### src/hdl/tpsc_pkg.sv
// Shared types and constants for the two-point sensor calibration block.
package tpsc_pkg;

  // Fixed-point fraction bits of the calibrated outputs
  localparam int FRACTION_BITS = 6;
  // Calibration y values: temperature is in 1/8 degC, humidity in 1/2 percent
  localparam int TEMP_SHIFT    = FRACTION_BITS - 3;
  localparam int HUM_SHIFT     = FRACTION_BITS - 1;

  localparam int XW    = 16;                  // raw sample width
  localparam int DXW   = XW + 1;              // raw difference width
  localparam int YW    = FRACTION_BITS + 8;   // fixed-point y, signed
  localparam int DYW   = YW + 1;              // y difference width
  localparam int PW    = DYW + DXW;           // product width
  localparam int QW    = FRACTION_BITS + 24;  // bound on product magnitude
  localparam int BPS   = 4;                   // quotient bits per divider stage
  localparam int NST   = (QW + BPS - 1) / BPS;
  localparam int QP    = NST * BPS;           // padded quotient width
  localparam int DW    = DXW;                 // divisor magnitude width
  localparam int RW    = DW + 1;              // partial remainder width
  localparam int SUMW  = QP + 2;              // final sum width
  localparam int LANE_LAT = NST + 2;          // register stages inside a lane
  localparam int OUTW  = 16;

  // Status codes
  typedef enum logic [1:0] {
    ST_OK    = 2'd0,
    ST_EQUAL = 2'd1,
    ST_SAT   = 2'd2
  } status_e;

  // Configuration register indexes
  typedef enum logic [2:0] {
    REG_T_X0 = 3'd0,
    REG_T_X1 = 3'd1,
    REG_T_Y0 = 3'd2,
    REG_T_Y1 = 3'd3,
    REG_H_X0 = 3'd4,
    REG_H_X1 = 3'd5,
    REG_H_Y0 = 3'd6,
    REG_H_Y1 = 3'd7
  } reg_idx_e;

  typedef struct packed {
    logic signed [XW-1:0] raw_temperature;
    logic signed [XW-1:0] raw_humidity;
  } in_word_t;

  typedef struct packed {
    logic signed [OUTW-1:0] temperature_q6;
    logic signed [OUTW-1:0] humidity_q6;
    logic [1:0]             temperature_status;
    logic [1:0]             humidity_status;
  } out_word_t;

  // Calibration line of one lane
  typedef struct packed {
    logic signed [XW-1:0] x0;
    logic signed [XW-1:0] x1;
    logic signed [YW-1:0] y0;
    logic signed [YW-1:0] y1;
  } lane_cfg_t;

  // Result of one lane
  typedef struct packed {
    logic signed [OUTW-1:0] value;
    status_e                status;
  } lane_res_t;

endpackage

### src/hdl/tpsc_lane.sv
// One calibration lane: multiply, pipelined divide, offset add and saturation.
module tpsc_lane (
  input  logic                                clk_i,
  input  logic                                en_i,
  input  logic signed [tpsc_pkg::XW-1:0]      x_i,
  input  tpsc_pkg::lane_cfg_t                 cfg_i,
  output tpsc_pkg::lane_res_t                 res_o
);

  typedef struct packed {
    logic [tpsc_pkg::RW-1:0] rem;
    logic [tpsc_pkg::QP-1:0] num;
    logic [tpsc_pkg::QP-1:0] quo;
  } div_t;

  localparam logic signed [tpsc_pkg::SUMW-1:0] SAT_HI = tpsc_pkg::SUMW'(32'sd32767);
  localparam logic signed [tpsc_pkg::SUMW-1:0] SAT_LO = tpsc_pkg::SUMW'(-32'sd32768);

  // BPS restoring division steps on magnitudes
  function automatic div_t div_step(input div_t s, input logic [tpsc_pkg::DW-1:0] d);
    div_t r;
    r = s;
    for (int b = 0; b < tpsc_pkg::BPS; b++) begin
      r.rem = {r.rem[tpsc_pkg::RW-2:0], r.num[tpsc_pkg::QP-1]};
      r.num = {r.num[tpsc_pkg::QP-2:0], 1'b0};
      if (r.rem >= {1'b0, d}) begin
        r.rem = r.rem - {1'b0, d};
        r.quo = {r.quo[tpsc_pkg::QP-2:0], 1'b1};
      end else begin
        r.quo = {r.quo[tpsc_pkg::QP-2:0], 1'b0};
      end
    end
    return r;
  endfunction

  logic signed [tpsc_pkg::DYW-1:0] dy_d, dy_q;
  logic signed [tpsc_pkg::DXW-1:0] dx_d, dx_q;
  logic signed [tpsc_pkg::PW-1:0]  prod_d, prod_q;
  logic signed [tpsc_pkg::DXW-1:0] den;
  logic                            den_zero;
  logic [tpsc_pkg::DW-1:0]         dmag;
  logic [tpsc_pkg::PW-1:0]         pmag;
  logic                            neg0;
  div_t                            div_in [tpsc_pkg::NST];
  div_t                            div_q  [tpsc_pkg::NST];
  logic                            neg_q  [tpsc_pkg::NST];
  logic signed [tpsc_pkg::SUMW-1:0] qs;
  logic signed [tpsc_pkg::SUMW-1:0] sum;

  // Anchor deltas; the user keeps config static while words fly; not enforced
  assign dy_d = tpsc_pkg::DYW'(cfg_i.y1) - tpsc_pkg::DYW'(cfg_i.y0);
  assign dx_d = tpsc_pkg::DXW'(x_i) - tpsc_pkg::DXW'(cfg_i.x1);
  assign den  = tpsc_pkg::DXW'(cfg_i.x1) - tpsc_pkg::DXW'(cfg_i.x0);
  assign den_zero = (den == '0);
  assign dmag = den[tpsc_pkg::DXW-1] ? tpsc_pkg::DW'(-den) : tpsc_pkg::DW'(den);

  assign prod_d = tpsc_pkg::PW'(dy_q) * tpsc_pkg::PW'(dx_q);

  // Sign and magnitude into the divider
  assign pmag = prod_q[tpsc_pkg::PW-1] ? tpsc_pkg::PW'(-prod_q) : tpsc_pkg::PW'(prod_q);
  assign neg0 = prod_q[tpsc_pkg::PW-1] ^ den[tpsc_pkg::DXW-1];

  always_comb begin
    div_in[0].rem = '0;
    div_in[0].num = tpsc_pkg::QP'(pmag);
    div_in[0].quo = '0;
    for (int k = 1; k < tpsc_pkg::NST; k++) begin
      div_in[k] = div_q[k-1];
    end
  end

  // Multiplier and divider stages
  always_ff @(posedge clk_i) begin
    if (en_i) begin
      dy_q   <= dy_d;
      dx_q   <= dx_d;
      prod_q <= prod_d;
      neg_q[0] <= neg0;
      for (int k = 0; k < tpsc_pkg::NST; k++) begin
        div_q[k] <= div_step(div_in[k], dmag);
      end
      for (int k = 1; k < tpsc_pkg::NST; k++) begin
        neg_q[k] <= neg_q[k-1];
      end
    end
  end

  // Signed quotient plus anchor, then saturation
  assign qs  = neg_q[tpsc_pkg::NST-1]
             ? -$signed(tpsc_pkg::SUMW'(div_q[tpsc_pkg::NST-1].quo))
             :  $signed(tpsc_pkg::SUMW'(div_q[tpsc_pkg::NST-1].quo));
  assign sum = qs + tpsc_pkg::SUMW'(cfg_i.y1);

  always_comb begin
    if (den_zero) begin
      res_o.value  = '0;
      res_o.status = tpsc_pkg::ST_EQUAL;
    end else if (sum > SAT_HI) begin
      res_o.value  = 16'sh7fff;
      res_o.status = tpsc_pkg::ST_SAT;
    end else if (sum < SAT_LO) begin
      res_o.value  = -16'sh8000;
      res_o.status = tpsc_pkg::ST_SAT;
    end else begin
      res_o.value  = sum[tpsc_pkg::OUTW-1:0];
      res_o.status = tpsc_pkg::ST_OK;
    end
  end

endmodule

### config.mk
export PLATFORM = sky130hd
export DESIGN_NAME = tpsc_lane
export DESIGN_NICKNAME = d
export VERILOG_FILES = /design/src/hdl/tpsc_pkg.sv /design/src/hdl/tpsc_lane.sv
export SDC_FILE = /design/constraint.sdc
export NUM_CORES = 2
export LEC_CHECK = 0
export BUFFER_PORTS_ARGS = -buffer_cell sky130_fd_sc_hd__buf_2
export CORE_ASPECT_RATIO = 2
export CORE_MARGIN = 1.5
export CORE_UTILIZATION = 58
export DETAILED_ROUTE_END_ITERATION = 10
export PLACE_DENSITY = 0.82
export RECOVER_POWER = 50
export REMOVE_ABC_BUFFERS = 1
export SYNTH_ARGS = -nofsm -noshare
export SYNTH_HDL_FRONTEND = slang
export SYNTH_SLANG_ARGS = --single-unit
### constraint.sdc
create_clock -name clk_i -period 19.4 [get_ports clk_i]
set_input_delay 1.94 -clock clk_i [delete_from_list [all_inputs] [get_ports clk_i]]
set_output_delay 1.94 -clock clk_i [all_outputs]
set_load 0.005 [all_outputs]
==> impl_metrics.tcl <==
set metrics [dict create \
    outcome "finished, violations left" \
    failing_checks "max-capacitance violations, max-slew violations" \
    fillers 8137 \
    post-route-period-util_pct 94.60 \
    area_growth_syn_to_layout_pct 6.332 \
    cts.clk_slew.worst_paths_ns 0.07 \
    worst-setup-path-type "in2reg" \
    dp_hpwl_um 138300 \
    critical_path_arrival_ns 18.73 \
    insertion_delay_ns 0.66 \
    via_count 49180 \
    timing.final.max_slew_violations 258 \
    globalRoute.totalOverflow 0 \
    die_width_um 224.4 \
    multi_input_comb_area_um2 40560 \
    post_synth_cell_types 126 \
    synth-seq-cells 447 \
    drc 0 \
    timing.final.setup_violations 0 \
    route.final.wire_length_um 178100 \
    worst_margin_slew_ns 5.811 \
    avgSynthCellArea_um2 8.937 \
    dpl_cell_area_um2 58950 \
    design.die.area_um2 100000 \
    rsz0062_at_grt "false" \
    startpoint_type "input pin" \
    cell_type_with_the_highest_occurrence_count_on_the_critical_path "o21ai_0" \
    slowest_stage "a2111o_2" \
    timing.fmax_mhz 54.49 \
    die-height_um 445.8 \
    first_iter_violations 2959 \
    critPathCaptureType "register" \
    fp.coreArea_um2 97290 \
    boundaryPins 96 \
    finalWeightedCongestion 1.054 \
    grt_pass1_vias 50800 \
    relSlewSlack_pct -287.4 \
    layout_commonest_cell "ha_1" \
    synthesis.instances 6361 \
    grt_pass1_wl_um 270100 \
    finalCriticalPeriod_ns 18.35 \
    floorplan.initialDensity_pct 58.43 \
    final_hold_violation_count 0 \
    firstDrtPassIters 5 \
    number_of_maximum_capacitance_violations 4 \
    worst_hold_path_type "reg2reg" \
    final_cell_area_um2 60450 \
    yosys_warnings 0 \
    clockRootBuffer "clkbuf_16" \
    port_buffers 95 \
    async_flop_share_pct 0 \
    ff_latch_area_um2 13420 \
    htreeDepth 2 \
    worstPathRequired_ns 19.77 \
    cts_buffers 45 \
    maximum_number_of_pins_on_one_net_before_global_route_repair 101 \
    critPathMaxStageDelay_ns 0.66 \
    worst-path-max-fanout 29 \
    synth_seq_area_share_pct 23.61 \
    ys.flop_type "edfxtp_1" \
    routed_wire_length_per_instance_um 23.17 \
    design.final.nets 7456 \
    clock_sinks 447 \
    fin_skew_ns 0.03371 \
    gr-usage-all-layers_pct 35.42 \
    antenna_found_initial 7 \
    post_route_cells_drive_above_1_share_pct 7.682 \
    route.antenna.remaining_nets 0 \
    cts_tree "built" \
    netlist_area_um2 56850 \
    synth_edf_count 447 \
    rows 162 \
    cts_max_path_buffers 3 \
    viasPerCell 6.395 \
    mostFrequentLayoutCells "ha_1, inv_1, nand2_1, nor2_1, edfxtp_1" \
]
-- path summary, 6_finish.rpt --
path                startpoint             to  slack [ns]  cells past startpoint
setup / recovery     cfg_i[28]  div_q[1][227]        1.05                     74
hold / removal    div_q[1][84]  div_q[1][166]        0.41                      0
setup reg to reg     prod_q[4]   div_q[0][75]        3.87                     57
hold reg to reg   div_q[1][84]  div_q[1][166]        0.41                      0
-- final cells by class --
class                      count  share of cell area, %
timing repair buffer         176                  1.850
tap                         1230                  2.546
sequential                   447                  22.21
antenna                        3                0.01242
inverter                     616                  3.833
multi-input combinational   5136                  67.09
clock inverter                35                 0.5837
clock buffer                  47                  1.875
-- flip-flops by register name (all words and copies together), names as in the netlist --
name	flops
dy_q	15
dx_q	17
prod_q	32
div_q	375
neg_q	8
-- cell usage after synthesis, types with 74 or more instances --
cell type | count | share of area, %
xnor2_1 | 369 | 5.7
nor2b_1 | 93 | 1.0
clkbuf_1 | 111 | 0.73
a21boi_0 | 95 | 1.3
ha_1 | 674 | 15
inv_1 | 604 | 4.0
o21ai_0 | 391 | 3.4
nand4_1 | 100 | 1.1
and2_1 | 144 | 1.6
nor2_1 | 500 | 3.3
o31ai_1 | 74 | 0.98
xor2_1 | 146 | 2.2
nor3_1 | 78 | 0.69
nand2b_1 | 125 | 1.4
a21o_1 | 210 | 2.8
edfxtp_1 | 447 | 24
mux2_2 | 118 | 2.3
a21oi_1 | 401 | 3.5
fa_1 | 282 | 9.9
nand2_1 | 580 | 3.8
-- kinds of logic after synthesis --
family,after synthesis,synth area share (%)
XOR/XNOR,519,8.071
adder cells (fa/ha/maj),981,25.22
multiplexers,201,3.973
flip-flops,447,23.61
buffers and inverters,778,5.335
AND/OR/NAND/NOR,1880,15.97
AO/OA/AOI/OAI,1555,17.82
-- repair_timing --
item / in CTS / in global routing
gates resized for setup: 0 / 7
hold buffers: 0 / 0
endpoints found under the setup margin: 0 / 32
buffers inserted: 0 / 0
-- per-layer routing --
layer	vias to the layer above	share of wire [%]	track usage [%]
met5	-	0.026	0
li1	22680	-	-
met4	6	13	39.30
met1	23430	31	31.37
met2	2019	50	63.01
met3	1042	6.1	6.993
-- stage by stage --
| stage | TNS, ns | worst slack, ns | instances | util, % | hold WS [ns] |
|---|---|---|---|---|---|
| 3_5_place_dp | 0 | 0.6491 | 7604 | 60.59 | 0.4045 |
| 4_1_cts | 0 | 1.251 | 7686 | 62.12 | 0.4134 |
| 6_report | 0 | 1.048 | 7690 | 62.13 | 0.4077 |
| 3_3_place_gp | 0 | 0.8399 | 7604 | 60.59 | 0.4010 |
| 5_1_grt | 0 | 0.007550 | 7687 | 62.12 | 0.4155 |
| 2_1_floorplan | -18.76 | -1.287 | 6199 | - | 0.4003 |
-- worst max-delay path, delay by kind of cell --
kind | cells | cell delay [ns]
buffers and inverters | 10 | 2.19
and+or+nand+nor | 16 | 2.34
adders and majority gates | 7 | 2.35
xor gates and xnor gates | 1 | 0.53
AOI/OAI and AO/OA | 40 | 9.32
Power is left out: the tool's default activity adds up to more than one toggle a clock period on the data nets, which glitch-free logic cannot reach.
